`src/rtl/core/ralu_pkg.sv`:
```
// ----------------------------------------------------------------------------
// ralu_pkg
// Shared types, opcodes and constants for the rational ALU.
// ----------------------------------------------------------------------------
package ralu_pkg;

  localparam int DefWidth = 32;

  // opcodes
  localparam logic [2:0] CMD_MAKE = 3'd0;
  localparam logic [2:0] CMD_ADD  = 3'd1;
  localparam logic [2:0] CMD_SUB  = 3'd2;
  localparam logic [2:0] CMD_MUL  = 3'd3;
  localparam logic [2:0] CMD_DIV  = 3'd4;

  // datapath operations
  localparam logic [2:0] OP_NONE   = 3'd0;
  localparam logic [2:0] OP_LOADX  = 3'd1;
  localparam logic [2:0] OP_LOADY  = 3'd2;
  localparam logic [2:0] OP_LOADR  = 3'd3;
  localparam logic [2:0] OP_GCDST  = 3'd4;
  localparam logic [2:0] OP_GCDSTP = 3'd5;
  localparam logic [2:0] OP_DIVST  = 3'd6;
  localparam logic [2:0] OP_DIVSTP = 3'd7;

  typedef struct packed {
    logic [2:0]  cmd;
    logic signed [31:0] x_num;
    logic signed [31:0] x_den;
    logic signed [31:0] y_num;
    logic signed [31:0] y_den;
  } in_item_t;

  typedef struct packed {
    logic signed [31:0] res_num;
    logic [30:0] res_den;
    logic        status;
  } out_item_t;

  // controller to datapath
  typedef struct packed {
    logic [2:0] op;
    logic [1:0] sel;   // which fraction a store acts on
    logic       clr;
  } dp_cmd_t;

  // datapath to controller
  typedef struct packed {
    logic zero_den;
    logic zero_num;
    logic gcd_done;
    logic div_done;
  } dp_stat_t;

endpackage

```
`src/rtl/core/ralu_ctrl.sv`:
```
// ----------------------------------------------------------------------------
// ralu_ctrl
// Sequencer: reduce x, reduce y, form raw result, reduce it, deliver (make reduces x only).
// ----------------------------------------------------------------------------
module ralu_ctrl (
  input  logic               clk,
  input  logic               rst,
  input  logic               in_valid,
  output logic               in_stall,
  input  logic [2:0]         in_cmd,
  output logic               out_valid,
  input  logic               out_stall,
  input  ralu_pkg::dp_stat_t stat,
  output ralu_pkg::dp_cmd_t  cmd
);
  import ralu_pkg::*;

  localparam logic [2:0] S_IDLE = 3'd0;
  localparam logic [2:0] S_CHK  = 3'd1;
  localparam logic [2:0] S_GCD  = 3'd2;
  localparam logic [2:0] S_DIVS = 3'd3;
  localparam logic [2:0] S_DIV  = 3'd4;
  localparam logic [2:0] S_NEXT = 3'd5;
  localparam logic [2:0] S_OUT  = 3'd6;

  logic [2:0] state, state_next;
  logic [1:0] phase, phase_next;   // 1 x, 2 y, 3 result
  logic       dsel, dsel_next;     // 0 numerator, 1 denominator

  assign in_stall  = (state != S_IDLE);
  assign out_valid = (state == S_OUT);

  always_comb begin
    state_next = state;
    phase_next = phase;
    dsel_next  = dsel;
    cmd        = '0;
    unique case (state)
      S_IDLE: begin
        if (in_valid) begin
          cmd.op  = OP_LOADX;
          cmd.clr = 1'b1;
          // make reduces x straight into the result registers
          if ((in_cmd == CMD_ADD) || (in_cmd == CMD_SUB) ||
              (in_cmd == CMD_MUL) || (in_cmd == CMD_DIV)) begin
            phase_next = 2'd1;
          end else begin
            phase_next = 2'd3;
          end
          state_next = S_CHK;
        end
      end
      S_CHK: begin
        if (stat.zero_den) begin
          // zero denominator ends the item with error shown
          state_next = S_OUT;
        end else if (stat.zero_num) begin
          cmd.sel = phase;
          state_next = S_NEXT;
        end else begin
          cmd.op = OP_GCDST;
          state_next = S_GCD;
        end
      end
      S_GCD: begin
        cmd.op = OP_GCDSTP;
        if (stat.gcd_done) begin
          state_next = S_DIVS;
        end
      end
      S_DIVS: begin
        cmd.op = OP_DIVST;
        dsel_next = 1'b0;
        state_next = S_DIV;
      end
      S_DIV: begin
        cmd.op = OP_DIVSTP;
        if (stat.div_done) begin
          if (!dsel) begin
            dsel_next = 1'b1;
          end else begin
            cmd.sel = phase;
            state_next = S_NEXT;
          end
        end
      end
      S_NEXT: begin
        if (phase == 2'd1) begin
          cmd.op = OP_LOADY;
          phase_next = 2'd2;
          state_next = S_CHK;
        end else if (phase == 2'd2) begin
          cmd.op = OP_LOADR;
          phase_next = 2'd3;
          state_next = S_CHK;
        end else begin
          state_next = S_OUT;
        end
      end
      S_OUT: begin
        if (!out_stall) begin
          state_next = S_IDLE;
        end
      end
      default: begin
        state_next = S_IDLE;
      end
    endcase
    // for cmd.sel the divider unit uses 0 while numerator still runs
    if (state == S_DIV && !(stat.div_done && dsel)) begin
      cmd.sel = 2'd0;
    end
  end

  always_ff @(posedge clk) begin
    if (rst) begin
      state <= S_IDLE;
      phase <= 2'd0;
      dsel  <= 1'b0;
    end else begin
      state <= state_next;
      phase <= phase_next;
      dsel  <= dsel_next;
    end
  end

endmodule

```
`config.mk`:
```
export PLATFORM = sky130hd
export DESIGN_NAME = ralu_ctrl
export DESIGN_NICKNAME = d
export VERILOG_FILES = /design/src/rtl/core/ralu_pkg.sv /design/src/rtl/core/ralu_ctrl.sv
export SDC_FILE = /design/constraint.sdc
export NUM_CORES = 1
export LEC_CHECK = 0
export ABC_AREA = 1
export BUFFER_PORTS_ARGS = -buffer_cell sky130_fd_sc_hd__clkbuf_2
export CORE_AREA = 5 5 42 44
export DETAILED_ROUTE_END_ITERATION = 8
export DIE_AREA = 0 0 47 49
export PLACE_DENSITY = 0.76
export SYNTH_ARGS = -nofsm -noshare
export SYNTH_HDL_FRONTEND = slang
export SYNTH_SLANG_ARGS = --single-unit
export TNS_END_PERCENT = 100
```
`constraint.sdc`:
```
create_clock -name clk -period 1.5 [get_ports clk]
set_clock_uncertainty 0.05 [all_clocks]
set_input_delay 0.3 -clock clk [delete_from_list [all_inputs] [get_ports clk]]
set_output_delay 0.3 -clock clk [all_outputs]
set_load 0.05 [all_outputs]
```
# Yosys cells after proc, flatten, opt, wreduce, memory -nomap -nowiden

Index checks and enable logic that the tools add are counted.

Reductions and logical operators: 13
Mux-type cells: 30
Eq/ne operators: 18

Operators by type and width:

| cell                 | count |
|---|---|
| $mux W3              | 10 |
| $pmux W3 S7          | 1 |
| $mux W2              | 10 |
| $pmux W3 S6          | 1 |
| $eq A3 B2 Y1 const B | 4 |
| $eq A3 B3 Y1 const B | 4 |
| $ne A2 B2 Y1 const B | 5 |
| $pmux W2 S2          | 2 |
| $eq A3 B1 Y1 const B | 2 |
| $mux W5              | 1 |
| $reduce_and A5 Y1    | 1 |
| $mux W1              | 4 |
| $reduce_bool A2 Y1   | 2 |
| $logic_not A3 Y1     | 1 |
| $logic_or A1 B1 Y1   | 3 |
| $ne A3 B3 Y1 const B | 1 |
| $reduce_and A3 Y1    | 1 |
| $reduce_bool A3 Y1   | 1 |
| $eq A2 B1 Y1 const B | 1 |
| $eq A2 B2 Y1 const B | 1 |
| $logic_and A1 B1 Y1  | 2 |
| $pmux W1 S2          | 1 |
| $reduce_and A2 Y1    | 1 |
| $logic_not A1 Y1     | 1 |

Register bits after elaboration: 6
Bits of input ports: 11
Output and inout bits: 8

# Depth between registers and ports, before layout

Gate-level depths: netlist of run 1.

Depth after elaboration: 7
Mapped depth: 8
Gate-level depth less buffers: 7

# Worst setup path after synthesis of run 1

OpenSTA, ideal clock, no wires.

Path type: flip-flop to output port
Start point: register state[2]
End point: output out_valid
Stages on the path, launching flop included: 4
Arrival time: 1.657 ns
Slack: -0.507 ns
Data required time: 1.150 ns
Cells stage by stage: dfxtp_1 > buf_6 > clkinv_1 > nor3_1

Word-level cells in the longest chain between the ends: 1

Ends and longest elaborated chain:

| element                | RTL line         | text |
|---|---|---|
| from (decl)            | ralu_ctrl.sv:26  | `logic [2:0] state, state_next;` |
| from (signal assigned) | ralu_ctrl.sv:121 | `state <= state_next;` |
| $eq A3 B3 Y1           | ralu_ctrl.sv:31  | `assign out_valid = (state == S_OUT);` |
| to (decl)              | ralu_ctrl.sv:11  | `output logic out_valid,` |

No other way between the ends.

==> flow_summary_export.csv, run 1 <==
group,metric,value,unit
synthesis,synth_cell_types,23,
job,maxCapViolCount,0,
power_and_ir_drop,p_leak,0.518,nW
floorplanning,core,1400,um2
power_and_ir_drop,p_per_area,2320,nW/um2
final_layout,stdcell_count,143,
placement,dp.cells,132,
synthesis,yosysTopAreaCell,"dfxtp_1",
floorplanning,io_pins,19,
routing,wl_per_cell,15.6,um
placement,port_buffers,18,
clocking,path_clk_slew,0.04,ns
worst_setup_path,r2r-start,"state[2]",
timing,finalHoldViolations,0,
synthesis,syn_area,524,um2
synthesis,ys_seq_elements,6,
worst_setup_path,critPathLaunch,"phase[0]",
worst_setup_path,worstSetupStartpointType,"flip-flop",
placement,dp_hpwl,1260,um
worst_setup_path,crit_type,"flip-flop to output pin",
global_routing,grt_max_degree,8,
floorplanning,die_h,49,um
synthesis,async_flop_share,0,
placement,gp_congestion,0.858,
worst_setup_path,cp_max_fo,2,
synthesis,yosysSeqAreaShare,0.229,
worst_setup_path,crit_arrival,1.45,ns
final_layout,n_antenna_cell,0,
timing,timing.hold.ws,0.218,ns
synthesis,synth-edff-count,0,
floorplanning,core.rowCount,14,
synthesis,avgSynthCellArea,6.39,um2
synthesis,synth_commonest_cells,"15 x nand2_1, 12 x inv_1, 10 x nand3_1",
synthesis,synth_cells,82,
routing,wirelength,2230,um
routing,drtAntennaViolNets,0,
worst_hold_path,hp-start,"rst",
clocking,hold_buffers,0,
worst_hold_path,hold_class,"input pin to flip-flop",
synthesis,yosysWarningCount,0,
clocking,clock_sinks,6,
timing,worstMarginPinSlew,0.297,ns
timing,finalCriticalPeriod,1.80,ns
power_and_ir_drop,peakVddDrop,0.00125,V
routing,viasPerCell,5.28,
global_routing,grt_pass1_vias,734,
final_layout,num-nets-final,142,
global_routing,track_usage,0.186,
synthesis,ys_top_cells_by_area,"dfxtp_1 23%, nand2_1 11%, nand3_1 9.5%, inv_1 8.6%, nor2_1 5.7%",
synthesis,synth_top_area_share,0.229,
run_status,violations,"setup timing",
clocking,cts_max_level,1,
timing,period_share,1.20,
synthesis,synth_nets,95,
synthesis,synth.most_common_cell,"nand2_1",
routing,drtPass1Iterations,4,
final_layout,syn2layout_area_growth,111,%
final_layout,drive_gt1_frac,0.630,
routing,drt_iter0_drc,25,
global_routing,grt_first_pass_wirelength,3210,um
floorplanning,die_w,47,um
timing,slew_headroom,0.801,
run_status,status,"complete, but fails checks",
timing,max_freq,554,MHz
global_routing,grt_overflow_total,0,
worst_setup_path,cp.required,1.15,ns
clocking,cts_made_buffers,3,
routing,vias,755,
worst_setup_path,critPathCaptureType,"output pin",
global_routing,antenna_found_initial,0,
timing,maxSlewViolCount,0,
timing,rsz0062_at_grt,"true",
clocking,clockBufferDepth,2,
clocking,tritoncts,"yes",
timing,setup_viol,8,
routing,drc,0,
clocking,cts_root_buffer,"clkbuf_4",
floorplanning,dieArea,2300,um2
timing,layout_setup_ws,-0.304,ns
synthesis,synthFlopType,"dfxtp_1",
clocking,clock_latency,0.25,ns
floorplanning,start_util,0.374,
-- layout make-up --
class	instances	area, um2
multi-input cells	60	455
repair buffers	43	414
fillers	86	295
flip-flops and latches	6	133
inverters	15	61.3
clock buffers	3	22.5
well taps	16	20.0
-- cells by family (layout without fill, tap and decap cells) --
family | count (synthesis) | after routing | synth area share
AO/OA/AOI/OAI | 10 | 10 | 0.112
XOR/XNOR | 1 | 1 | 0.0167
adder cells (fa/ha/maj) | 2 | 2 | 0.0477
buffers and inverters | 16 | 61 | 0.129
flip-flops | 6 | 6 | 0.229
AND/OR/NAND/NOR | 47 | 47 | 0.465
-- critical path: stages (launching register included) --
cell and delay (ns):
dfxtp_2 0.33, inv_2 0.05, ha_4 0.26, inv_2 0.04
o211ai_1 0.26, nand2_2 0.10, buf_8 0.16
-- per-layer routing --
metal  vias to the layer above  track usage  wire length, um
met2                        41        0.324             1260
met4                         0       0.0876               40
met5                         -            0                0
li1                        359            -                -
met3                         6       0.0148              129
met1                       349        0.215              803
-- placed cells by master (no fill, tap or decap), types with 2 or more instances in the layout --
cell      count
clkbuf_2     10
dfxtp_4       3
buf_6         7
nand3_1       8
buf_4        18
nor3_4        3
nor2_4        4
nand3_2       3
nor2_2        4
inv_2         4
buf_12        4
clkbuf_4      3
nand2_2       6
nand2_1      11
buf_8         3
nor2_1        4
a21oi_1       5
dfxtp_1       2
inv_1        10
o21ai_1       2
-- report_power, final --
group,internal (mW),switching (mW)
clock network,0.0904,0.0568
registers,0.239,0.106
logic,0.979,1.10
-- metrics by stage --
step                utilization  setup TNS (ns)  cell area, um2  setup WS, ns  power (mW)
finish                    0.789           -1.40            1110        -0.304        2.57
global route              0.789           -1.80            1110        -0.382        2.72
CTS                       0.750           -1.24            1050        -0.288        2.35
detailed placement        0.621          -0.250             871        -0.120        1.79
global placement          0.621         -0.0856             871       -0.0650        1.77
floorplan                     -          -0.182             584       -0.0868        1.26
-- registers in the layout (all words and copies together) (netlist names) --
| name | count |
|---|---|
| state | 3 |
| phase | 2 |
| dsel | 1 |
-- worst paths after layout --
kind	endpoint	slack [ns]	depth (start not counted)
setup / recovery	cmd[4]	-0.30	6
hold / removal	state[2]	0.22	2
setup reg to reg	state[0]	0.03	8
hold reg to reg	dsel	0.42	2
-- what timing repair did --
item,CTS,global route
endpoints found under the setup margin,8,8
gates resized for setup,31,8
pin swaps,13,3
setup buffers,4,4
No activity file was read; power rests on OpenSTA's default activity.
==> run 2: changes to the inputs <==
SETUP_SLACK_MARGIN = 0.5   (was not set)
==> run 2 against run 1 <==
Total power is 13% higher. Worst setup slack better by 0.0052 ns. Register-to-register slack lost 0.04 ns. First-iteration DRC count decreased by 8.0%. Critical endpoint unchanged. The flow still finishes with violations (setup timing). Highest routed layer unchanged.
==> flow_summary_export.csv, run 2 (synthesis gave the netlist of run 1 again) <==
group,metric,value,unit
run_status,status,"complete, but fails checks",
run_status,violations,"setup timing",
clocking,cts_root_buffer,"clkbuf_4",
floorplanning,die_h,49,um
timing,period_share,1.20,
timing,finalHoldViolations,0,
final_layout,final_util,0.870,
clocking,clock_sinks,6,
routing,wirelength,2420,um
placement,postPlaceCellArea,903,um2
clocking,path_clk_slew,0.05,ns
clocking,clockBufferDepth,2,
power_and_ir_drop,peakVddDrop,0.00137,V
power_and_ir_drop,p_int,1.50,mW
routing,viasPerCell,5.28,
clocking,clock_latency,0.25,ns
floorplanning,start_util,0.374,
job,maxCapViolCount,0,
global_routing,grt_max_degree,7,
worst_setup_path,crit_type,"flip-flop to output pin",
routing,wl_per_cell,16.5,um
timing,worstMarginPinSlew,0.259,ns
global_routing,grt_overflow_total,0,
floorplanning,die_w,47,um
worst_setup_path,cp.required,1.15,ns
final_layout,final_area,1220,um2
worst_hold_path,whs_path_depth,2,
worst_setup_path,critPathCaptureType,"output pin",
final_layout,reg_top3,"state (3), phase (2), dsel (1)",
final_layout,largest_register_ffs,3,
timing,layout_setup_ws,-0.298,ns
routing,drt_iter0_drc,23,
floorplanning,dieArea,2300,um2
routing,drtPass1Iterations,4,
clocking,cts_made_buffers,3,
final_layout,final_common_cell,"buf_4",
worst_hold_path,hold_class,"input pin to flip-flop",
final_layout,syn2layout_area_growth,132,%
worst_setup_path,r2r_setup_slack,-0.01,ns
final_layout,n_antenna_cell,0,
placement,dp_hpwl,1420,um
power_and_ir_drop,p_sw,1.42,mW
floorplanning,io_pins,19,
routing,vias,776,
final_layout,layout_common_cells,"17 x buf_4, 12 x nand2_1, 10 x clkbuf_2, 9 x buf_6",
timing,totalNegativeSetupSlack,-1.62,ns
power_and_ir_drop,seqPwrFrac,0.126,
power_and_ir_drop,pwr-share-comb,0.817,
final_layout,regMostFlops,"state",
final_layout,num-nets-final,145,
global_routing,grt_pass1_vias,698,
timing,finalCriticalPeriod,1.80,ns
worst_setup_path,cp_max_fo,2,
power_and_ir_drop,switching_share,0.486,
worst_setup_path,worstReg2RegEnd,"state[0]",
power_and_ir_drop,total_power,2.91,mW
routing,drc,0,
worst_hold_path,hold_end,"dsel",
global_routing,antenna_found_initial,0,
power_and_ir_drop,p_per_area,2390,nW/um2
placement,port_buffers,18,
clocking,cts_max_level,1,
floorplanning,core.rowCount,14,
final_layout,fill_cells,74,
worst_setup_path,worstSetupStartpointType,"flip-flop",
global_routing,grt_first_pass_wirelength,2850,um
placement,gp_congestion,0.858,
timing,setup_viol,9,
power_and_ir_drop,p_clk_frac,0.057,
timing,rsz0062_at_grt,"true",
worst_setup_path,r2r-start,"phase[0]",
floorplanning,core,1400,um2
clocking,tritoncts,"yes",
global_routing,track_usage,0.169,
timing,slew_headroom,0.827,
final_layout,regArea,133,um2
final_layout,multi_input_area,522,um2
routing,drtAntennaViolNets,0,
placement,preCtsSetupSlack,-0.162,ns
worst_hold_path,hp-start,"rst",
worst_setup_path,crit_arrival,1.45,ns
power_and_ir_drop,p_leak,0.563,nW
worst_setup_path,rr_worst_depth,9,
timing,max_freq,556,MHz
timing,maxSlewViolCount,0,
final_layout,drive_gt1_frac,0.687,
## run 2: changes by cell type in the layout (fill, tap and decap cells not counted), moves of 2 or more
cell and change:
buf_12 -2, nor2_4 +4, inv_1 -2, a21oi_1 -3, nor2_2 -3, buf_6 +2, nand2_2 -4, a21oi_2 +3
inv_4 +3, nand2_4 +2, nand3_1 -2, buf_8 +4
## run 2: per-stage QoR
stage,hold WS (ns),cells
after floorplan,0.312,82
after global placement,0.404,134
after detailed placement,0.418,134
after CTS,0.217,143
after global routing,0.229,147
final,0.240,147
## run 2: routing by layer
metal / global-route usage / share of wire
met5: 0 / 0
met4: 0.0968 / 0.020
met3: 0.0258 / 0.032
met2: 0.292 / 0.56
met1: 0.183 / 0.38
## run 2: final cells by class
type,instances,area share
Multi-Input combinational cell,60,0.428
Timing Repair Buffer,46,0.369
Sequential cell,6,0.109
Inverter,15,0.0565
Clock buffer,4,0.0216
Tap cell,16,0.0164
## run 2: power groups by stage
stage	clock network (mW)	registers (mW)	logic [mW]
after global routing	0.193	0.372	2.49
after CTS	0.173	0.338	1.96
after detailed placement	0	0.326	1.59
after floorplan	0	0.305	1.10
final	0.167	0.366	2.38
after global placement	0	0.316	1.56
## run 2: worst max-delay path by stage
| stage | from | to | depth (start not counted) | slack, ns |
|---|---|---|---|---|
| 5_1_grt | phase[0] | cmd[4] | 6 | -0.35 |
| 3_5_place_dp | state[2] | cmd[3] | 5 | -0.16 |
| 2_1_floorplan | state[2] | cmd[1] | 5 | 0.0004 |
| 4_1_cts | state[0] | cmd[1] | 6 | -0.27 |
| 3_3_place_gp | state[2] | cmd[1] | 5 | -0.09 |
| 6_report | phase[0] | cmd[4] | 6 | -0.30 |
## run 2: worst max-delay path: stages, from the launching register on
cell	delay (ns)
dfxtp_2	0.34
inv_4	0.04
ha_4	0.26
inv_2	0.03
o211ai_1	0.23
nand2_2	0.12
buf_8	0.17
## run 2: what timing repair did
item | in CTS | in global routing
resized for setup | 27 | 30
buffers inserted | 5 | 4
hold buffers | 0 | 0
pin swaps | 6 | 12
setup endpoints to repair | 14 | 14
